[config.mk]
export PLATFORM = sky130hd
export DESIGN_NAME = base58_encoder
export DESIGN_NICKNAME = d
export VERILOG_FILES = /design/src/rtl/b58_pkg.sv /design/src/rtl/b58_div_unit.sv /design/src/rtl/base58_encoder.sv
export SDC_FILE = /design/constraint.sdc
export NUM_CORES = 1
export LEC_CHECK = 0
export BUFFER_PORTS_ARGS = -buffer_cell sky130_fd_sc_hd__buf_2
export CORE_MARGIN = 2
export CORE_UTILIZATION = 48
export DETAILED_ROUTE_END_ITERATION = 8
export GPL_TIMING_DRIVEN = 0
export PLACE_DENSITY = 0.71
export SLEW_MARGIN = 20
export SYNTH_ARGS = -nofsm -noshare
export SYNTH_HDL_FRONTEND = slang
export SYNTH_HIERARCHICAL = 1
export SYNTH_SLANG_ARGS = --single-unit
[constraint.sdc]
create_clock -name clk -period 10.55 [get_ports clk]
set_clock_uncertainty 0.05 [all_clocks]
set_input_delay 0.5275 -clock clk [delete_from_list [all_inputs] [get_ports clk]]
set_output_delay 0.5275 -clock clk [all_outputs]
set_load 0.005 [all_outputs]
[src/rtl/b58_pkg.sv]
// base58 encoder package: size defaults, divide-by-58 constants, control struct
// and the digit-to-ASCII alphabet function
// no dependencies
`default_nettype none

package b58_pkg;

    localparam int MAX_BYTES_DEF = 40;
    localparam int MAX_CHARS_DEF = 55;

    localparam logic [6:0] CHAR_ONE = 7'h31;

    // floor(x / 58) = (x * DIV_RECIP) >> DIV_SHIFT, exact for x < 58 * 256
    localparam logic [14:0] DIV_RECIP = 15'd18080;
    localparam int          DIV_SHIFT = 20;

    typedef struct packed {
        logic clr;
        logic en;
    } div_ctrl_t;

    function automatic logic [6:0] b58_char(input logic [5:0] d);
        logic [6:0] c;
        c = 7'h30;
        case (d) inside
            [6'd0:6'd8]:   c = 7'h31 + 7'(d);
            [6'd9:6'd16]:  c = 7'h41 + 7'(d) - 7'd9;
            [6'd17:6'd21]: c = 7'h4a + 7'(d) - 7'd17;
            [6'd22:6'd32]: c = 7'h50 + 7'(d) - 7'd22;
            [6'd33:6'd43]: c = 7'h61 + 7'(d) - 7'd33;
            [6'd44:6'd57]: c = 7'h6d + 7'(d) - 7'd44;
            default:       c = 7'h30;
        endcase
        return c;
    endfunction

endpackage

`default_nettype wire

[src/rtl/b58_div_unit.sv]
// shared long-division step: one byte of (rem * 256 + byte) / 58 per cycle while ctrl.en is set
// holds the running remainder; uses b58_pkg
`default_nettype none

module b58_div_unit (
    input  logic              clk,
    input  logic              rst_n,
    input  b58_pkg::div_ctrl_t ctrl,
    input  logic [7:0]        din,
    output logic [7:0]        quo,
    output logic [5:0]        rem
);
    import b58_pkg::*;

    logic [5:0]  rem_reg;
    logic [5:0]  rem_next;
    logic [13:0] acc;
    logic [28:0] prod;
    logic [13:0] qx58;
    logic [13:0] diff;

    assign acc  = {rem_reg, din};
    assign prod = {15'd0, acc} * {14'd0, DIV_RECIP};
    assign quo  = prod[DIV_SHIFT +: 8];
    // q * 58 = q * 64 - q * 8 + q * 2
    assign qx58 = {quo, 6'b0} - {3'b0, quo, 3'b0} + {5'b0, quo, 1'b0};
    assign diff = acc - qx58;
    assign rem  = diff[5:0];

    always_comb
    begin
        rem_next = rem_reg;
        if (ctrl.clr)
        begin
            rem_next = 6'd0;
        end
        else if (ctrl.en)
        begin
            rem_next = rem;
        end
    end

    always_ff @(posedge clk or negedge rst_n)
    begin
        if (!rst_n)
        begin
            rem_reg <= 6'd0;
        end
        else
        begin
            rem_reg <= rem_next;
        end
    end

endmodule

`default_nettype wire

[src/rtl/base58_encoder.sv]
// base58 encoder top level: message and digit memories, sequencer, result register
// depends on b58_pkg and b58_div_unit
//
// channel  | ports                          | handshake
// ---------+--------------------------------+----------------------------------
// input    | data_byte, last_byte           | taken when start && !busy
// result   | out_char, last_char, overflow  | one cycle, marked by strobe
//
// a byte that is not the last is taken and busy stays low
// after the last of n bytes with z leading zeros, the shared divide-by-58 unit runs
// passes over the bytes left, one digit per pass, then comes a setup state and
// the characters in order, busy high until the final character
// an overlong message gives its single overflow result without going busy
// results cannot be stalled; reset needs no clearing pass
`default_nettype none

module base58_encoder #(
    parameter int MAX_BYTES = b58_pkg::MAX_BYTES_DEF,
    parameter int MAX_CHARS = b58_pkg::MAX_CHARS_DEF
) (
    input  logic       clk,
    input  logic       rst_n,
    input  logic       start,
    output logic       busy,
    input  logic [7:0] data_byte,
    input  logic       last_byte,
    output logic       strobe,
    output logic [6:0] out_char,
    output logic       last_char,
    output logic       overflow
);
    import b58_pkg::*;

    localparam int CW  = $clog2(MAX_BYTES + 1);
    localparam int AW  = (MAX_BYTES > 1) ? $clog2(MAX_BYTES) : 1;
    localparam int DCW = $clog2(MAX_CHARS + 1);
    localparam int DAW = $clog2(MAX_CHARS);
    localparam int TW  = ((CW > DCW) ? CW : DCW) + 1;

    localparam logic [1:0] ST_IDLE = 2'd0;
    localparam logic [1:0] ST_DIV  = 2'd1;
    localparam logic [1:0] ST_PREP = 2'd2;
    localparam logic [1:0] ST_EMIT = 2'd3;

    logic [1:0]     state_reg, state_next;
    logic [CW-1:0]  byte_cnt_reg, byte_cnt_next;
    logic [CW-1:0]  zero_run_reg, zero_run_next;
    logic           in_zero_reg, in_zero_next;
    logic           ovf_seen_reg, ovf_seen_next;
    logic [CW-1:0]  idx_reg, idx_next;
    logic           pend_reg, pend_next;
    logic           seen_nz_reg, seen_nz_next;
    logic [CW-1:0]  nstart_reg, nstart_next;
    logic [DCW-1:0] digit_cnt_reg, digit_cnt_next;
    logic [DCW-1:0] k_reg, k_next;
    logic           strobe_reg, strobe_next;
    logic [6:0]     out_char_reg, out_char_next;
    logic           last_char_reg, last_char_next;
    logic           overflow_reg, overflow_next;

    logic [7:0]     msg_mem [MAX_BYTES];
    logic [7:0]     msg_rd_reg;
    logic           msg_we, msg_re;
    logic [AW-1:0]  msg_waddr;
    logic [7:0]     msg_wdata;

    logic [5:0]     dig_mem [MAX_CHARS];
    logic [5:0]     dig_rd_reg;
    logic           dig_we, dig_re;
    logic [DAW-1:0] dig_waddr, dig_raddr;

    div_ctrl_t      div_ctrl;
    logic [7:0]     quo;
    logic [5:0]     rem;

    logic           accept;
    logic [CW-1:0]  bc_new, zr_new, proc_idx, nstart_fin;
    logic           iz_new, ovf_new;
    logic [TW-1:0]  tot, tot_cap, kr_ext, raddr_full;
    logic [DCW-1:0] kr;

    assign busy   = (state_reg != ST_IDLE);
    assign accept = start && !busy;

    b58_div_unit u_div (
        .clk   (clk),
        .rst_n (rst_n),
        .ctrl  (div_ctrl),
        .din   (msg_rd_reg),
        .quo   (quo),
        .rem   (rem)
    );

    assign proc_idx   = idx_reg - 1'b1;
    assign nstart_fin = (!seen_nz_reg && quo == 8'd0) ? idx_reg : nstart_reg;

    assign tot        = TW'(zero_run_reg) + TW'(digit_cnt_reg);
    assign tot_cap    = (tot > TW'(MAX_CHARS)) ? TW'(MAX_CHARS) : tot;
    assign kr         = (state_reg == ST_EMIT) ? k_reg + 1'b1 : k_reg;
    assign kr_ext     = TW'(kr);
    assign raddr_full = tot - 1'b1 - kr_ext;
    assign dig_raddr  = raddr_full[DAW-1:0];

    always_comb
    begin
        state_next     = state_reg;
        byte_cnt_next  = byte_cnt_reg;
        zero_run_next  = zero_run_reg;
        in_zero_next   = in_zero_reg;
        ovf_seen_next  = ovf_seen_reg;
        idx_next       = idx_reg;
        pend_next      = pend_reg;
        seen_nz_next   = seen_nz_reg;
        nstart_next    = nstart_reg;
        digit_cnt_next = digit_cnt_reg;
        k_next         = k_reg;
        strobe_next    = 1'b0;
        out_char_next  = 7'd0;
        last_char_next = 1'b0;
        overflow_next  = 1'b0;
        msg_we         = 1'b0;
        msg_re         = 1'b0;
        msg_waddr      = byte_cnt_reg[AW-1:0];
        msg_wdata      = data_byte;
        dig_we         = 1'b0;
        dig_re         = 1'b0;
        dig_waddr      = digit_cnt_reg[DAW-1:0];
        div_ctrl       = '0;
        bc_new         = byte_cnt_reg;
        zr_new         = zero_run_reg;
        iz_new         = in_zero_reg;
        ovf_new        = ovf_seen_reg;

        case (state_reg)
            ST_IDLE:
            begin
                if (accept)
                begin
                    if (!ovf_seen_reg)
                    begin
                        if (byte_cnt_reg < CW'(MAX_BYTES))
                        begin
                            msg_we = 1'b1;
                            bc_new = byte_cnt_reg + 1'b1;
                            if (in_zero_reg && data_byte == 8'd0)
                            begin
                                zr_new = zero_run_reg + 1'b1;
                            end
                            else
                            begin
                                iz_new = 1'b0;
                            end
                        end
                        else
                        begin
                            ovf_new = 1'b1;
                        end
                    end
                    byte_cnt_next = bc_new;
                    zero_run_next = zr_new;
                    in_zero_next  = iz_new;
                    ovf_seen_next = ovf_new;
                    if (last_byte)
                    begin
                        if (ovf_new)
                        begin
                            strobe_next    = 1'b1;
                            last_char_next = 1'b1;
                            overflow_next  = 1'b1;
                            byte_cnt_next  = '0;
                            zero_run_next  = '0;
                            in_zero_next   = 1'b1;
                            ovf_seen_next  = 1'b0;
                        end
                        else
                        begin
                            digit_cnt_next = '0;
                            idx_next       = zr_new;
                            nstart_next    = zr_new;
                            pend_next      = 1'b0;
                            seen_nz_next   = 1'b0;
                            k_next         = '0;
                            div_ctrl.clr   = 1'b1;
                            state_next     = (zr_new < bc_new) ? ST_DIV : ST_PREP;
                        end
                    end
                end
            end
            ST_DIV:
            begin
                if (idx_reg < byte_cnt_reg)
                begin
                    msg_re    = 1'b1;
                    idx_next  = idx_reg + 1'b1;
                    pend_next = 1'b1;
                end
                else
                begin
                    pend_next = 1'b0;
                end
                if (pend_reg)
                begin
                    div_ctrl.en = 1'b1;
                    msg_we      = 1'b1;
                    msg_waddr   = proc_idx[AW-1:0];
                    msg_wdata   = quo;
                    if (!seen_nz_reg)
                    begin
                        if (quo == 8'd0)
                        begin
                            nstart_next = idx_reg;
                        end
                        else
                        begin
                            seen_nz_next = 1'b1;
                        end
                    end
                    // end of one pass: remainder is the next digit
                    if (idx_reg == byte_cnt_reg)
                    begin
                        if (digit_cnt_reg < DCW'(MAX_CHARS))
                        begin
                            dig_we         = 1'b1;
                            digit_cnt_next = digit_cnt_reg + 1'b1;
                        end
                        div_ctrl.clr = 1'b1;
                        if (nstart_fin < byte_cnt_reg)
                        begin
                            idx_next     = nstart_fin;
                            nstart_next  = nstart_fin;
                            seen_nz_next = 1'b0;
                        end
                        else
                        begin
                            k_next     = '0;
                            state_next = ST_PREP;
                        end
                    end
                end
            end
            ST_PREP:
            begin
                dig_re     = (kr_ext >= TW'(zero_run_reg)) && (kr_ext < tot);
                state_next = ST_EMIT;
            end
            ST_EMIT:
            begin
                dig_re         = (kr_ext >= TW'(zero_run_reg)) && (kr_ext < tot);
                strobe_next    = 1'b1;
                out_char_next  = (TW'(k_reg) < TW'(zero_run_reg)) ? CHAR_ONE
                                                                  : b58_char(dig_rd_reg);
                if (TW'(k_reg) + 1'b1 == tot_cap)
                begin
                    last_char_next = 1'b1;
                    byte_cnt_next  = '0;
                    zero_run_next  = '0;
                    in_zero_next   = 1'b1;
                    ovf_seen_next  = 1'b0;
                    state_next     = ST_IDLE;
                end
                else
                begin
                    k_next = k_reg + 1'b1;
                end
            end
            default:
            begin
                state_next = ST_IDLE;
            end
        endcase
    end

    always_ff @(posedge clk or negedge rst_n)
    begin
        if (!rst_n)
        begin
            state_reg     <= ST_IDLE;
            byte_cnt_reg  <= '0;
            zero_run_reg  <= '0;
            in_zero_reg   <= 1'b1;
            ovf_seen_reg  <= 1'b0;
            idx_reg       <= '0;
            pend_reg      <= 1'b0;
            seen_nz_reg   <= 1'b0;
            nstart_reg    <= '0;
            digit_cnt_reg <= '0;
            k_reg         <= '0;
            strobe_reg    <= 1'b0;
        end
        else
        begin
            state_reg     <= state_next;
            byte_cnt_reg  <= byte_cnt_next;
            zero_run_reg  <= zero_run_next;
            in_zero_reg   <= in_zero_next;
            ovf_seen_reg  <= ovf_seen_next;
            idx_reg       <= idx_next;
            pend_reg      <= pend_next;
            seen_nz_reg   <= seen_nz_next;
            nstart_reg    <= nstart_next;
            digit_cnt_reg <= digit_cnt_next;
            k_reg         <= k_next;
            strobe_reg    <= strobe_next;
        end
    end

    always_ff @(posedge clk)
    begin
        out_char_reg  <= out_char_next;
        last_char_reg <= last_char_next;
        overflow_reg  <= overflow_next;
    end

    always_ff @(posedge clk)
    begin
        if (msg_we)
        begin
            msg_mem[msg_waddr] <= msg_wdata;
        end
        if (msg_re)
        begin
            msg_rd_reg <= msg_mem[idx_reg[AW-1:0]];
        end
    end

    always_ff @(posedge clk)
    begin
        if (dig_we)
        begin
            dig_mem[dig_waddr] <= rem;
        end
        if (dig_re)
        begin
            dig_rd_reg <= dig_mem[dig_raddr];
        end
    end

    assign strobe    = strobe_reg;
    assign out_char  = out_char_reg;
    assign last_char = last_char_reg;
    assign overflow  = overflow_reg;

`ifndef SYNTH
    a_ovf_result: assert property (@(posedge clk) disable iff (!rst_n)
        strobe && overflow |-> last_char && out_char == 7'd0)
        else $error("overflow result carries a character or is not final");

    a_last_goes_busy: assert property (@(posedge clk) disable iff (!rst_n)
        start && !busy && last_byte |=> busy || (strobe && overflow))
        else $error("final byte neither started encoding nor gave overflow");

    a_idle_strobe_last: assert property (@(posedge clk) disable iff (!rst_n)
        strobe && !busy |-> last_char)
        else $error("result shown while idle is not the final character");

    a_div_index: assert property (@(posedge clk) disable iff (!rst_n)
        state_reg == ST_DIV |-> idx_reg <= byte_cnt_reg && nstart_reg < byte_cnt_reg)
        else $error("division pass index beyond message length");
`endif

endmodule

`default_nettype wire
## Word level (Yosys, flattened, before mapping)

Memory sizes are Yosys's and may differ from the RTL's. A register that Yosys moved wholly into a read port is not among the register bits.
Cells that the tools add are included.

| word-level totals | value |
|---|---|
| register bits after elaboration | 58 |
| bits in latches | 0 |
| RAM bits | 650 |
| memory bits (read-only) | 0 |
| bits of input ports | 12 |
| output and inout port bits | 11 |
| word-level logic and storage cells | 232 |
| memories | 2 |

Memory list:

| memory | words | bits a word | read ports | clocked after Yosys merged registers in | write ports | line | source |
|---|---|---|---|---|---|---|---|
| dig_mem | 55 | 6 | 1 | 1 | 1 | base58_encoder.sv:67 | `logic [5:0] dig_mem [MAX_CHARS];` |
| msg_mem | 40 | 8 | 1 | 1 | 1 | base58_encoder.sv:61 | `logic [7:0] msg_mem [MAX_BYTES];` |

| cells by class | value |
|---|---|
| $add $sub $neg | 24 |
| multipliers | 1 |
| div/mod/pow operators | 0 |
| magnitude comparators | 21 |
| eq/ne operators | 14 |
| shifts and indexed selects | 0 |
| mux-type cells | 124 |
| bitwise operators | 1 |
| reductions and logical operators | 28 |

Operator list:

| cell | count |
|---|---|
| $mux 6 | 45 |
| $pmux 6 s2 | 5 |
| $mux 7 | 7 |
| $mux 1 | 46 |
| $add 7x6->7 const A | 5 |
| $add 6x1->6 const B | 5 |
| $lt 6x6->1 | 4 |
| $mul 14x10->23 const B | 1 |
| $le 6x6->1 const B | 3 |
| $mux 2 | 9 |
| $pmux 6 s3 | 1 |
| $logic_not 8->1 | 2 |
| $mux 8 | 2 |
| $ne 2x2->1 const B | 8 |
| $pmux 1 s2 | 8 |
| $reduce_and 7->1 | 2 |
| $sub 7x5->7 const B | 2 |
| $sub 7x6->7 const B | 2 |
| $ge 6x5->1 const B | 2 |
| $ge 6x6->1 const B | 2 |
| $le 6x5->1 const B | 2 |
| $lt 6x6->1 const B | 2 |
| $sub 6x1->6 const B | 2 |
| $sub 6x6->6 | 2 |
| 29 further kinds | 44 |

## Longest topological paths before layout

| logic depth | value |
|---|---|
| depth in word-level cells | 13 |
| gate-level depth with buffers | 30 |

## Cells and area by module

The synthesis kept the hierarchy.

Modules (own cells, without submodules):

| module | times used | cells an instance | area each (um^2) |
|---|---|---|---|
| base58_encoder | 1 | 1819 | 30981.0 |
| b58_div_unit | 1 | 289 | 2715.1 |

## Least setup slack after synthesis

No wires, ideal clock.

| timing | value |
|---|---|
| path type | register -> register |
| start | register msg_rd_reg[5] (read register of msg_mem) |
| end | memory dig_mem[0][3], data pin |
| arrival time | 6884 ps |
| data required time | 9976 ps |
| slack | 3092 ps |
| stages on the path, launching flop included | 22 |
| path buffers | 0 |
| cells stage by stage | edfxtp_1 ha_1 ha_1 inv_1 fa_1 inv_1 fa_1 inv_1 fa_1 inv_1 ha_1 nand3_2 o22ai_1 nor2_1 o31ai_1 a21o_1 a21o_1 xnor2_1 ha_1 inv_1 fa_1 xnor2_1 |

| between the ends | value |
|---|---|
| cells in the longest elaborated chain, start to end | 4 |

RTL lines:

| what | line | source |
|---|---|---|
| from (decl) | base58_encoder.sv:62 | `logic [7:0] msg_rd_reg;` |
| $mul 14x10->23 (*) | b58_div_unit.sv:23 | `assign prod = {15'd0, acc} * {14'd0, DIV_RECIP};` |
| $sub 1x6->6 | b58_div_unit.sv:26 | `assign qx58 = {quo, 6'b0} - {3'b0, quo, 3'b0} + {5'b0, quo, 1'b0};` |
| $add 6x6->6 (*) | b58_div_unit.sv:26 |  |
| $sub 6x6->6 (*) | b58_div_unit.sv:27 | `assign diff = acc - qx58;` |
| named net rem[3] | base58_encoder.sv:74 | `logic [5:0] rem;` |
| to (decl) | base58_encoder.sv:67 |  |

Mark *: on every way through the listed nets, which the timed path passes. The rest lies on a longest branch.

## Final worst setup path

| timing | value |
|---|---|
| start | register msg_rd_reg[5] (read register of msg_mem) |
| end | register idx_reg[5] |

| between the ends | value |
|---|---|
| cells in the longest elaborated chain, start to end | 9 |

RTL lines:

| what | line | source |
|---|---|---|
| $mul 14x10->23 (*) | b58_div_unit.sv:23 |  |
| named net quo[7] | base58_encoder.sv:73 | `logic [7:0] quo;` |
| $logic_not 8->1 (*) | base58_encoder.sv:95 | `assign nstart_fin = (!seen_nz_reg && quo == 8'd0) ? idx_reg : nstart_reg;` |
| $logic_and 1x1->1 (*) | base58_encoder.sv:95 |  |
| $mux 6 (*) | base58_encoder.sv:95 |  |
| $lt 6x6->1 | base58_encoder.sv:227 | `if (nstart_fin < byte_cnt_reg)` |
| $mux 6 (*) | base58_encoder.sv:227 |  |
| $mux 6 (*) | base58_encoder.sv:219 | `if (idx_reg == byte_cnt_reg)` |
| $mux 6 (*) | base58_encoder.sv:201 | `if (pend_reg)` |
| $pmux 6 s2 (*) | base58_encoder.sv:134 | `case (state_reg)` |
| to (signal assigned) | base58_encoder.sv:297 | `idx_reg <= idx_next;` |
| to (decl) | base58_encoder.sv:50 | `logic [CW-1:0] idx_reg, idx_next;` |

Marks and branches as above.
A chain may end at the register's enable or synchronous reset.

==> flow_metrics.tcl <==
set metrics [dict create \
    slew_viol_final 0 \
    area_growth_pct 11.52 \
    synth-seq-cells 722 \
    synth-edff-count 664 \
    synthFlopType "edfxtp_1" \
    r2r.worst_path.cells 27 \
    clock_path_buffers 3 \
    hold_depth 3 \
    synth_nets 2297 \
    fmax_ghz 0.1184 \
    cts_tree "yes" \
    synthArstFlopShare 0.06787 \
    antenna_found_initial 0 \
    synth_top_area_cell "edfxtp_1" \
    cpMaxStageDelayCell "a211oi_1" \
    cts_root_buf "clkbuf_16" \
    crit_type "register to register" \
    grt.total_usage 0.2140 \
    cp-startpoint "msg_rd_reg[5]" \
    post-dp-hpwl_mm 51.27 \
    synth_cell_type_count 85 \
    gp_congestion 0.8853 \
    htree_levels 3 \
    grt_pass1_wl_mm 116.0 \
    synth_area_leaders "edfxtp_1, mux4_2, ha_1" \
    cp-end-kind "register" \
    tightest_slew_ns 0.9859 \
    ios 23 \
    grt_util_met3 0.02959 \
    regToRegSetupSlack_ns 2.11 \
    worstPathMaxFanout 10 \
    drive_gt1_frac 0.1794 \
    path_clk_slew_ns 0.06 \
    portBuffers 22 \
    use_met1 0.2972 \
    fillers 5419 \
    syn_inst 2108 \
    yosys_warnings 6 \
    wl_per_cell_um 23.59 \
    max_cap_violations 0 \
    grt_pass1_vias 19180 \
    required_ns 10.97 \
    start_util 0.4829 \
    status "finished, final reports clean" \
    slew_headroom 0.3427 \
    vias_per_cell 5.933 \
    chipWidth_um 269.0 \
    hold_end "overflow" \
    cts_buffers 74 \
    clock_latency_ns 0.63 \
    r2r_end "idx_reg[5]" \
    nets 2406 \
    grtUsageMet2 0.3526 \
    crit_path_start_kind "register" \
    drt_wl_total_mm 75.81 \
    clock-sinks 722 \
    globalRoute.totalOverflow 0 \
    antennaDiodeCount 0 \
    holdWs_ns 0.2001 \
    fp.coreArea_sq_um 69790 \
    hp-class "input pin to register" \
    dr.first_iter.drc_count 2046 \
    r2r-start "msg_rd_reg[5]" \
    drc 0 \
    setup_violations 0 \
    grt_max_degree 56 \
    max_stage_delay_ns 0.74 \
    drtAntennaViolNets 0 \
    final-seq-area_sq_um 21350 \
    die-area_sq_um 72340 \
    syn_area_sq_um 33700 \
    firstDrtPassIters 6 \
    largest_reg_flops 330 \
    fin_crit_sh 0.8003 \
    num_rows 97 \
    vias 19070 \
    fin_crit_ns 8.443 \
    ys_seq_area_frac 0.6335 \
    die_h_um 269.0 \
    hold_viol_final 0 \
    top_usage_layer "met2" \
    rsz0062_at_grt "false" \
    worstPathArrival_ns 8.86 \
    min-delay-start "last_byte" \
    synth_top_area_share 0.5917 \
    multi_input_area_sq_um 11480 \
    avgSynthCellArea_sq_um 15.98 \
]
[worst max path at each step]
stage                           to  slack [ns]  cells past startpoint
detailed placement      idx_reg[5]        2.18                     27
floorplan            dig_mem[0][3]        3.09                     21
global route            idx_reg[5]        1.55                     27
CTS                     idx_reg[5]        2.16                     27
finish                  idx_reg[5]        2.11                     27
global placement    dig_mem[36][3]       -0.14                     19
[cell type report]
type,instances,share of cell area
repair buffers,33,0.007259
flip-flops and latches,722,0.5681
clock inverters,48,0.01299
multi-input cells,1158,0.3055
plain buffers,95,0.01119
inverters,133,0.01329
well taps,940,0.03130
clock buffers,85,0.05038
[stage by stage]
| step | util | instance area, sq um | setup TNS [ns] | instances | worst slack (ns) |
|---|---|---|---|---|---|
| 6_report | 0.5385 | 37580 | 0 | 3214 | 2.107 |
| 3_3_place_gp | 0.5013 | 34980 | -7.487 | 3070 | -0.1382 |
| 3_5_place_dp | 0.5041 | 35180 | 0 | 3080 | 2.184 |
| 2_1_floorplan | - | 33700 | 0 | 2108 | 3.092 |
| 5_1_grt | 0.5385 | 37580 | 0 | 3214 | 1.546 |
| 4_1_cts | 0.5384 | 37570 | 0 | 3214 | 2.156 |
[per-layer routing]
layer	up-vias	routed length, um
met5	-	0
met1	9772	31490
met3	144	4614
met4	0	2235
li1	8382	-
met2	772	37470
[critical path, delay by kind of cell, from the launching register on]
| kind | cells | cell delay (ns) |
|---|---|---|
| buffers and inverters | 4 | 0.20 |
| AND/OR/NAND/NOR | 5 | 1.33 |
| AO/OA/AOI/OAI | 9 | 2.44 |
| multiplexers | 2 | 0.86 |
| adder cells (fa/ha/maj) | 7 | 2.84 |
| flip-flops | 1 | 0.56 |
[Yosys cell counts (all sizes together) (37+ instances only)]
cell / n
dfrtp: 48
ha: 145
nand2: 109
xnor2: 37
mux4: 192
clkbuf: 62
a21oi: 81
o21ai: 65
nand3: 37
edfxtp: 664
nor2: 162
inv: 133
[kinds of logic (layout without fill, tap and decap cells)]
family | after synthesis | count (layout) | share of synthesized area
adders and majority gates | 177 | 177 | 0.07285
and+or+nand+nor | 422 | 422 | 0.05848
buffers and inverters | 228 | 394 | 0.02725
muxes | 229 | 229 | 0.1397
AOI/OAI and AO/OA | 277 | 277 | 0.05377
DFF | 722 | 722 | 0.6335
xor gates and xnor gates | 53 | 53 | 0.01441
[cells in the final DEF (no fill, tap or decap), types with 6 or more instances in the layout]
master     instances
nand2_1          101
nor2b_1           22
nor2_1           162
a31oi_1            9
mux4_2           192
mux2i_1           29
nand2_2            8
nor3_1            17
xnor2_1           32
buf_2             32
o21ai_0           62
a21oi_1           78
o22ai_1            7
dfxtp_1            9
dfrtp_1           48
xor2_1            15
mux2_2             6
clkbuf_16         74
fa_1              32
a211oi_1          19
a21o_1            19
o31ai_1           11
bufinv_16          6
buf_1             14
ha_1             145
nand4_1           16
clkbuf_1          72
nand2b_1           9
buf_6             11
clkinv_1          14
clkinv_2          16
inv_1            130
nand3_1           36
edfxtp_1         664
or3_1              8
o211ai_1          14
[repair_timing]
action,CTS,global route
hold endpoints to repair,48,0
setup buffers,0,0
gates resized for setup,0,0
hold buffers,1,0
Power is left out: the tool's default activity adds up to more than one toggle a clock period on the data nets, which glitch-free logic cannot reach.
